<file path="src/hdl/stm_pkg.sv">
`default_nettype none
package stm_pkg;

  localparam int DL_W  = 49;
  localparam int NOW_W = 48;
  localparam int SEQ_W = 32;
  localparam int DLY_W = 32;
  localparam int NT_W  = 31;
  localparam int CMD_W = 3;
  localparam int ST_W  = 3;
  localparam int TH_W  = 16;
  localparam logic [NT_W-1:0] NT_MAX = {NT_W{1'b1}};

  typedef enum logic [CMD_W-1:0] {
    CMD_TICK    = 3'd0,
    CMD_ONESHOT = 3'd1,
    CMD_PERIOD  = 3'd2,
    CMD_RESCHED = 3'd3,
    CMD_CANCEL  = 3'd4,
    CMD_STOP    = 3'd5,
    CMD_NOP6    = 3'd6,
    CMD_NOP7    = 3'd7
  } cmd_t;

  typedef enum logic [ST_W-1:0] {
    ST_OK       = 3'd0,
    ST_EXPIRED  = 3'd1,
    ST_NOTFOUND = 3'd2,
    ST_FULL     = 3'd3,
    ST_STOPPED  = 3'd4
  } status_t;

  typedef struct packed {
    cmd_t             cmd;
    logic [NOW_W-1:0] now;
    logic [DLY_W-1:0] delay;
    logic [SEQ_W-1:0] tseq;
    logic [TH_W-1:0]  task_h;
  } req_t;

  typedef enum logic [2:0] {
    S_IDLE, S_SCAN, S_EMIT, S_UPDATE, S_NEXT, S_FINAL
  } state_t;

endpackage
`default_nettype wire

</file>
<file path="src/hdl/stm_front.sv">
`default_nettype none
module stm_front
  import stm_pkg::*;
(
  input  wire logic               clk,
  input  wire logic               rst_n,
  input  wire logic               in_valid,
  output logic                    in_ready,
  input  wire logic [CMD_W-1:0]   in_cmd,
  input  wire logic [NOW_W-1:0]   in_now_ms,
  input  wire logic [DLY_W-1:0]   in_delay_ms,
  input  wire logic [SEQ_W-1:0]   in_timer_seq,
  input  wire logic [TH_W-1:0]    in_task_handle,
  output logic                    q_valid,
  output req_t                    q_req,
  input  wire logic               q_pop
);

  // two-entry request queue
  req_t        mem_r [2];
  logic        wp_r, rp_r;
  logic [1:0]  cnt_r;
  logic        push;
  req_t        req;

  assign in_ready = (cnt_r != 2'd2);
  assign push     = in_valid && in_ready;
  assign q_valid  = (cnt_r != 2'd0);
  assign q_req    = mem_r[rp_r];

  always_comb begin
    req.cmd    = cmd_t'(in_cmd);
    req.now    = in_now_ms;
    req.delay  = in_delay_ms;
    req.tseq   = in_timer_seq;
    req.task_h = in_task_handle;
    // periodic timers never use a zero period
    if (req.cmd == CMD_PERIOD && in_delay_ms == '0) begin
      req.delay = DLY_W'(1);
    end
  end

  always_ff @(posedge clk) begin
    if (push) begin
      mem_r[wp_r] <= req;
    end
  end

  always_ff @(posedge clk) begin
    if (!rst_n) begin
      wp_r  <= 1'b0;
      rp_r  <= 1'b0;
      cnt_r <= 2'd0;
    end else begin
      if (push) begin
        wp_r <= ~wp_r;
      end
      if (q_pop) begin
        rp_r <= ~rp_r;
      end
      cnt_r <= cnt_r + 2'(push) - 2'(q_pop);
    end
  end

endmodule
`default_nettype wire

</file>
<file path="src/hdl/stm_back.sv">
`default_nettype none
module stm_back
  import stm_pkg::*;
#(
  parameter int CAPACITY  = 16,
  parameter int TASK_BITS = 16
) (
  input  wire logic              clk,
  input  wire logic              rst_n,
  input  wire logic              cfg_wr_en,
  input  wire logic [NT_W-1:0]   cfg_wr_data,
  input  wire logic              q_valid,
  input  wire req_t              q_req,
  output logic                   q_pop,
  output logic                   out_valid,
  input  wire logic              out_ready,
  output logic [ST_W-1:0]        out_status,
  output logic [TH_W-1:0]        out_task_handle_out,
  output logic [SEQ_W-1:0]       out_seq_out,
  output logic [DL_W-1:0]        out_deadline_out,
  output logic [NT_W-1:0]        out_next_timeout,
  output logic                   out_last
);

  localparam int IW = (CAPACITY > 1) ? $clog2(CAPACITY) : 1;
  localparam int CW = $clog2(CAPACITY + 1);

  logic [DL_W-1:0]      dl_r   [CAPACITY];
  logic [SEQ_W-1:0]     seq_r  [CAPACITY];
  logic [TASK_BITS-1:0] task_r [CAPACITY];
  logic [DLY_W-1:0]     per_r  [CAPACITY];
  logic [CAPACITY-1:0]  valid_r, periodic_r;

  logic [SEQ_W-1:0] seq_cnt_r;
  logic             running_r;
  logic [NT_W-1:0]  idle_r;

  state_t state_r, state_nxt;
  req_t   cur_r;
  logic [CW-1:0] idx_r;

  // scan results
  logic          found_r;
  logic [IW-1:0] best_r;
  logic          free_found_r;
  logic [IW-1:0] free_r;
  logic          any_r;
  logic [DL_W-1:0] min_r;

  logic [IW-1:0] ix;
  logic          scan_done;
  logic          e_due, e_better, e_match, e_min;

  logic [DL_W-1:0] now_ext;

  assign ix        = idx_r[IW-1:0];
  assign scan_done = (idx_r == CW'(CAPACITY - 1));
  assign now_ext   = {1'b0, cur_r.now};

  always_comb begin
    e_due    = valid_r[ix] && (dl_r[ix] <= now_ext);
    e_better = !found_r || (dl_r[ix] < dl_r[best_r]) ||
               ((dl_r[ix] == dl_r[best_r]) && (seq_r[ix] < seq_r[best_r]));
    e_match  = valid_r[ix] && (seq_r[ix] == cur_r.tseq);
    e_min    = valid_r[ix] && (!any_r || dl_r[ix] < min_r);
  end

  // output register
  logic           ov_r;
  logic [ST_W-1:0]  o_st_r;
  logic [TH_W-1:0]  o_th_r;
  logic [SEQ_W-1:0] o_sq_r;
  logic [DL_W-1:0]  o_dl_r;
  logic [NT_W-1:0]  o_nt_r;
  logic             o_last_r;
  logic             out_free;
  logic             ov_load;

  assign out_free            = !ov_r || out_ready;
  assign ov_load             = out_free && (state_r == S_EMIT || state_r == S_FINAL);
  assign out_valid           = ov_r;
  assign out_status          = o_st_r;
  assign out_task_handle_out = o_th_r;
  assign out_seq_out         = o_sq_r;
  assign out_deadline_out    = o_dl_r;
  assign out_next_timeout    = o_nt_r;
  assign out_last            = o_last_r;

  // final-item fields held during processing
  logic [ST_W-1:0]  f_st_r;
  logic [SEQ_W-1:0] f_sq_r;
  logic [DL_W-1:0]  f_dl_r;

  logic [NT_W-1:0] nt_val;
  logic [DL_W-1:0] diff;

  always_comb begin
    diff = min_r - now_ext;
    if (!any_r) begin
      nt_val = idle_r;
    end else if (min_r <= now_ext) begin
      nt_val = '0;
    end else if (diff > DL_W'(NT_MAX)) begin
      nt_val = NT_MAX;
    end else begin
      nt_val = diff[NT_W-1:0];
    end
  end

  always_comb begin
    state_nxt = state_r;
    unique case (state_r)
      S_IDLE:   if (q_valid) state_nxt = S_SCAN;
      S_SCAN:   if (scan_done) state_nxt = S_UPDATE;
      S_UPDATE: begin
        if (cur_r.cmd == CMD_TICK && running_r && found_r) begin
          state_nxt = S_EMIT;
        end else begin
          state_nxt = S_NEXT;
        end
      end
      S_EMIT:   if (out_free) state_nxt = S_SCAN;
      S_NEXT:   if (scan_done) state_nxt = S_FINAL;
      S_FINAL:  if (out_free) state_nxt = S_IDLE;
      default:  state_nxt = S_IDLE;
    endcase
  end

  always_comb begin
    q_pop = (state_r == S_IDLE) && q_valid;
  end

  always_ff @(posedge clk) begin
    if (!rst_n) begin
      idle_r <= NT_MAX;
    end else if (cfg_wr_en) begin
      idle_r <= cfg_wr_data;
    end
  end

  always_ff @(posedge clk) begin
    if (!rst_n) begin
      state_r    <= S_IDLE;
      valid_r    <= '0;
      periodic_r <= '0;
      seq_cnt_r  <= '0;
      running_r  <= 1'b1;
      ov_r       <= 1'b0;
      idx_r      <= '0;
      found_r    <= 1'b0;
      free_found_r <= 1'b0;
      any_r      <= 1'b0;
    end else begin
      state_r <= state_nxt;
      if (ov_load) begin
        ov_r <= 1'b1;
      end else if (out_ready) begin
        ov_r <= 1'b0;
      end
      unique case (state_r)
        S_IDLE: begin
          if (q_valid) begin
            cur_r        <= q_req;
            idx_r        <= '0;
            found_r      <= 1'b0;
            free_found_r <= 1'b0;
          end
        end
        S_SCAN: begin
          if (cur_r.cmd == CMD_TICK) begin
            if (e_due && e_better) begin
              found_r <= 1'b1;
              best_r  <= ix;
            end
          end else if (e_match && !found_r) begin
            found_r <= 1'b1;
            best_r  <= ix;
          end
          if (!valid_r[ix] && !free_found_r) begin
            free_found_r <= 1'b1;
            free_r       <= ix;
          end
          idx_r <= scan_done ? '0 : idx_r + CW'(1);
        end
        S_EMIT: begin
          if (out_free) begin
            o_st_r   <= ST_EXPIRED;
            o_th_r   <= TH_W'(task_r[best_r]);
            o_sq_r   <= seq_r[best_r];
            o_dl_r   <= dl_r[best_r];
            o_nt_r   <= '0;
            o_last_r <= 1'b0;
            if (periodic_r[best_r]) begin
              dl_r[best_r] <= now_ext + DL_W'(per_r[best_r]);
            end else begin
              valid_r[best_r] <= 1'b0;
            end
            found_r <= 1'b0;
            idx_r   <= '0;
          end
        end
        S_UPDATE: begin
          any_r  <= 1'b0;
          idx_r  <= '0;
          f_st_r <= ST_OK;
          f_sq_r <= '0;
          f_dl_r <= '0;
          unique case (cur_r.cmd)
            CMD_TICK: begin
              if (!running_r) f_st_r <= ST_STOPPED;
            end
            CMD_ONESHOT, CMD_PERIOD: begin
              if (!running_r) begin
                f_st_r <= ST_STOPPED;
              end else if (!free_found_r) begin
                f_st_r <= ST_FULL;
              end else begin
                seq_cnt_r <= seq_cnt_r + SEQ_W'(1);
                f_sq_r    <= seq_cnt_r;
                f_dl_r    <= now_ext + DL_W'(cur_r.delay);
                valid_r[free_r]    <= 1'b1;
                periodic_r[free_r] <= (cur_r.cmd == CMD_PERIOD);
                dl_r[free_r]       <= now_ext + DL_W'(cur_r.delay);
                seq_r[free_r]      <= seq_cnt_r;
                task_r[free_r]     <= cur_r.task_h[TASK_BITS-1:0];
                per_r[free_r]      <= cur_r.delay;
              end
            end
            CMD_RESCHED: begin
              if (!running_r) begin
                f_st_r <= ST_STOPPED;
              end else begin
                seq_cnt_r <= seq_cnt_r + SEQ_W'(1);
                if (!found_r) begin
                  f_st_r <= ST_NOTFOUND;
                end else begin
                  f_sq_r <= seq_cnt_r;
                  f_dl_r <= now_ext + DL_W'(cur_r.delay);
                  dl_r[best_r]       <= now_ext + DL_W'(cur_r.delay);
                  seq_r[best_r]      <= seq_cnt_r;
                  periodic_r[best_r] <= 1'b0;
                end
              end
            end
            CMD_CANCEL: begin
              if (!found_r) begin
                f_st_r <= ST_NOTFOUND;
              end else begin
                f_sq_r <= seq_r[best_r];
                f_dl_r <= dl_r[best_r];
                valid_r[best_r]    <= 1'b0;
                periodic_r[best_r] <= 1'b0;
              end
            end
            CMD_STOP: begin
              running_r  <= 1'b0;
              valid_r    <= '0;
              periodic_r <= '0;
            end
            default: ;
          endcase
        end
        S_NEXT: begin
          if (e_min) begin
            any_r <= 1'b1;
            min_r <= dl_r[ix];
          end
          idx_r <= scan_done ? '0 : idx_r + CW'(1);
        end
        S_FINAL: begin
          if (out_free) begin
            o_st_r   <= f_st_r;
            o_th_r   <= '0;
            o_sq_r   <= f_sq_r;
            o_dl_r   <= f_dl_r;
            o_nt_r   <= nt_val;
            o_last_r <= 1'b1;
          end
        end
        default: ;
      endcase
    end
  end

endmodule
`default_nettype wire

</file>
<file path="src/hdl/software_timer_manager.sv">
`default_nettype none
// Timer manager holding CAPACITY timers. Each request is served by one-entry-a-cycle scans
// of the timer table: one to find the named timer or a free slot, one more after each
// expired timer, and one to find the next deadline; a two-entry queue in front accepts
// requests meanwhile. Every request yields a final result with last high; a tick first
// returns each due timer in (deadline, sequence) order.
module software_timer_manager
  import stm_pkg::*;
#(
  parameter int CAPACITY  = 16,
  parameter int TASK_BITS = 16
) (
  input  wire logic              clk,
  input  wire logic              rst_n,
  input  wire logic              cfg_wr_en,
  input  wire logic [NT_W-1:0]   cfg_wr_data,
  input  wire logic              in_valid,
  output logic                   in_ready,
  input  wire logic [CMD_W-1:0]  in_cmd,
  input  wire logic [NOW_W-1:0]  in_now_ms,
  input  wire logic [DLY_W-1:0]  in_delay_ms,
  input  wire logic [SEQ_W-1:0]  in_timer_seq,
  input  wire logic [TH_W-1:0]   in_task_handle,
  output logic                   out_valid,
  input  wire logic              out_ready,
  output logic [ST_W-1:0]        out_status,
  output logic [TH_W-1:0]        out_task_handle_out,
  output logic [SEQ_W-1:0]       out_seq_out,
  output logic [DL_W-1:0]        out_deadline_out,
  output logic [NT_W-1:0]        out_next_timeout,
  output logic                   out_last
);

  logic q_valid, q_pop;
  req_t q_req;

  stm_front u_front (
    .clk, .rst_n, .in_valid, .in_ready, .in_cmd, .in_now_ms, .in_delay_ms,
    .in_timer_seq, .in_task_handle, .q_valid, .q_req, .q_pop
  );

  stm_back #(.CAPACITY(CAPACITY), .TASK_BITS(TASK_BITS)) u_back (
    .clk, .rst_n, .cfg_wr_en, .cfg_wr_data, .q_valid, .q_req, .q_pop,
    .out_valid, .out_ready, .out_status, .out_task_handle_out, .out_seq_out,
    .out_deadline_out, .out_next_timeout, .out_last
  );

endmodule
`default_nettype wire

</file>
<file path="config.mk">
export PLATFORM = sky130hd
export DESIGN_NAME = software_timer_manager
export DESIGN_NICKNAME = d
export VERILOG_FILES = /design/src/hdl/stm_pkg.sv /design/src/hdl/stm_front.sv /design/src/hdl/stm_back.sv /design/src/hdl/software_timer_manager.sv
export SDC_FILE = /design/constraint.sdc
export NUM_CORES = 2
export LEC_CHECK = 0
export BUFFER_PORTS_ARGS = -buffer_cell sky130_fd_sc_hd__buf_2
export CELL_PAD_IN_SITES_DETAIL_PLACEMENT = 0
export CELL_PAD_IN_SITES_GLOBAL_PLACEMENT = 1
export CORE_AREA = 2 2 488 490
export DETAILED_ROUTE_END_ITERATION = 7
export DIE_AREA = 0 0 490 492
export PLACE_DENSITY_LB_ADDON = 0.1
export SLEW_MARGIN = 25
export SYNTH_ARGS = -nofsm -noshare
export SYNTH_HDL_FRONTEND = slang
export SYNTH_SLANG_ARGS = --single-unit
</file>
<file path="constraint.sdc">
create_clock -name clk -period 11.2 [get_ports clk]
set_clock_uncertainty 0.2 [all_clocks]
set_input_delay 1.68 -clock clk [delete_from_list [all_inputs] [get_ports clk]]
set_output_delay 1.68 -clock clk [all_outputs]
set_load 0.02 [all_outputs]
</file>
==> impl_metrics.toml <==
[final_layout]
fin_nets = 8102
layout_commonest_cell = "edfxtp_1"
area_growth_pct = 12.00
drive_gt1_frac = 0.2787
final_cell_mix = "edfxtp_1 (2730), mux4_2 (1034), nand2_1 (344), o21ai_0 (333), clkbuf_16 (319)"
fin_util = 0.6126

[global_route]
grt_max_degree = 141
antenna_found_initial = 17
grtUsageMet2 = 0.4868
grt_first_pass_wirelength_um = 525900
grt_use_met1 = 0.4150
grt_use_met3 = 0.05391
track_usage = 0.3061
grt_overflow_total = 0
grt_pass1_vias = 73450
busiest_layer = "met2"

[drt]
vias = 73170
via_per_inst = 6.632
drtAntennaViolNets = 0
drt-total-wl_um = 370000
drcViolationCount = 0
drtIter0Drc = 8686
firstDrtPassIters = 5
drt-wirelength-per-cell_um = 33.54

[sta]
slew-limit-headroom = 0.1961
period_share = 0.6260
fin_tns_setup_ns = 0
worst_pin_slew_ns = 1.193
fin_crit_ns = 7.011
max_freq_mhz = 142.6
hold_viol_final = 0
rsz0062_at_grt = "false"
final-setup-viol-count = 0
drv_slew = 0

[worst_setup_path]
cp-start-kind = "flop"
worstPathBufferInverterCount = 3
cpPeakStageDelay_ns = 0.88
crit_path_max_fanout = 121
end_kind = "flop"
cp_cell_sequence = "buf_12 > buf_4 > mux4_2 > mux4_2 > inv_1 > ha_1 > nand2_1 > or3_1 > nor4_1 > and3_1 > o2111ai_1 > o211ai_1 > a21oi_1 > nor4_4 > mux2_4"
worstPathArrival_ns = 7.62
cp.required_ns = 11.81
critical_path.top_delay_family = "simple AND/OR/NAND/NOR gates"
cp_slowest_cell = "dfxtp_4"
crit_top_cell = "mux4_2"
critPathKind = "flop to flop"

[logic_synthesis]
yosys_warnings = 0
synth_ff_type = "edfxtp_1"
synth-seq-cells = 2850
syn_avg_cell_area_um2 = 17.69
yosysSeqAreaShare = 0.6529
synth_edf_count = 2730
synth_cells = 7307
synth-async-reset-ratio = 0
synth_area_mm2 = 0.1292
syn-num-nets = 7769
synth.distinct_cells = 73

[placed_design]
hpwlAfterDp_um = 227200
gp_congestion = 0.9247
port_buffers = 300

[clock_network]
cts-resized-gates = 0
tritoncts = "yes"
clk_latency_ns = 0.99
post-cts-setup-buffers = 0
clkSlewWorstSetupHoldPaths_ns = 0.06
root_buffer = "clkbuf_16"
cts_max_level = 5
cts_sinks = 2850
numCtsBuffers = 314
cts_max_path_buffers = 4
postCtsHoldBufs = 0

[floorplanning]
rows = 179
die_w_um = 490
start_util = 0.5469
core_mm2 = 0.2363
die_h_um = 492
die_area_mm2 = 0.2411
io-pin-count = 301

[pwr]
ir_drop_v = 0.0001645
power_density_mw_per_mm2 = 191.1
p_leak_nw = 46.36

[min_path]
min_path_type = "flop to flop"
min_from = "u_back.idx_r[4]"

[outcome]
outcome = "completed"

[job]
drv_cap = 0
[power breakdown]
part	internal [W]	total (W)	switching (W)
combinational	0.00180	0.00481	0.00301
clock	0.00578	0.00988	0.00410
sequential	0.0125	0.0130	0.000467
[synth_stat cells (73+ instances only)]
master | n | area [µm²]
ha_1 | 292 | 3654
nor2b_1 | 73 | 456.7
mux2_2 | 150 | 1689
clkbuf_1 | 318 | 1194
mux2i_1 | 92 | 920.9
mux4_2 | 1034 | 23290
nand2_1 | 344 | 1291
dfxtp_1 | 120 | 2402
nor3_1 | 103 | 515.5
buf_1 | 79 | 296.5
inv_1 | 222 | 833.3
xnor2_1 | 124 | 1086
a21o_1 | 92 | 690.7
nor2_1 | 230 | 863.3
o21ai_0 | 339 | 1697
edfxtp_1 | 2730 | 81980
a21oi_1 | 227 | 1136
[final timing paths]
check	end	slack, ns	cells after the start
worst max-delay path	flop	4.19	15
worst max register to register	flop	4.19	15
worst min-delay path	u_back.idx_r[4]	0.24	2
worst min register to register	u_back.idx_r[4]	0.24	2
[tightest hold or removal path, stage by stage (launching register included)]
cell and delay, ns:
dfxtp_1 0.31, nand2_1 0.05, a21oi_1 0.04
[metrics by stage]
stage	total power (W)	instances	cell area [µm²]	setup WS [ns]	hold WS, ns
after global placement	0.01788	10490	134700	3.612	0.2241
final	0.02767	11030	144700	4.189	0.2435
after global routing	0.02856	11030	144700	3.875	0.2651
after detailed placement	0.01795	10490	134800	3.493	0.2399
after CTS	0.02777	11030	144500	3.416	0.2482
after floorplan	0.01611	7307	129200	1.644	0.2122
[cell families after synthesis]
group / count (synthesis) / share of synthesized area
compound gates: 954 / 0.04471
xor+xnor: 182 / 0.01233
fa+ha+maj: 295 / 0.02874
buf+inv: 651 / 0.01959
flops: 2850 / 0.6529
mux: 1280 / 0.2009
simple gates: 1095 / 0.04083
[state kept, by name, indices dropped and copies added (netlist names), 5 cells and up, named ones only]
register                    cells
u_back.cur_r                  131
u_back.dl_r                   784
u_back.f_dl_r                  49
u_back.f_sq_r                  32
u_back.idle_r                  31
u_back.idx_r                    5
u_back.min_r                   49
u_back.out_deadline_out        49
u_back.out_next_timeout        31
u_back.out_seq_out             32
u_back.out_task_handle_out     16
u_back.per_r                  512
u_back.seq_cnt_r               32
u_back.seq_r                  512
u_back.task_r                 256
u_back.valid_r                 16
u_front.mem_r                 262
[metal layers]
metal / vias to the layer above / routed length [µm]
met2: 3750 / 176100
li1: 30470 / -
met5: - / 96
met4: 16 / 19810
met1: 38170 / 142300
met3: 768 / 31720
[final cells by class]
| cell class | instances | area [µm²] |
|---|---|---|
| Timing Repair Buffer | 446 | 2794 |
| Sequential cell | 2850 | 84420 |
| Inverter | 222 | 843.3 |
| Multi-Input combinational cell | 3806 | 43010 |
| Clock inverter | 161 | 1454 |
| Clock buffer | 377 | 8250 |
| Fill cell | 16890 | 91550 |
| Antenna cell | 5 | 12.51 |
| Tap cell | 3167 | 3963 |
(Power assumes the default switching activity.)
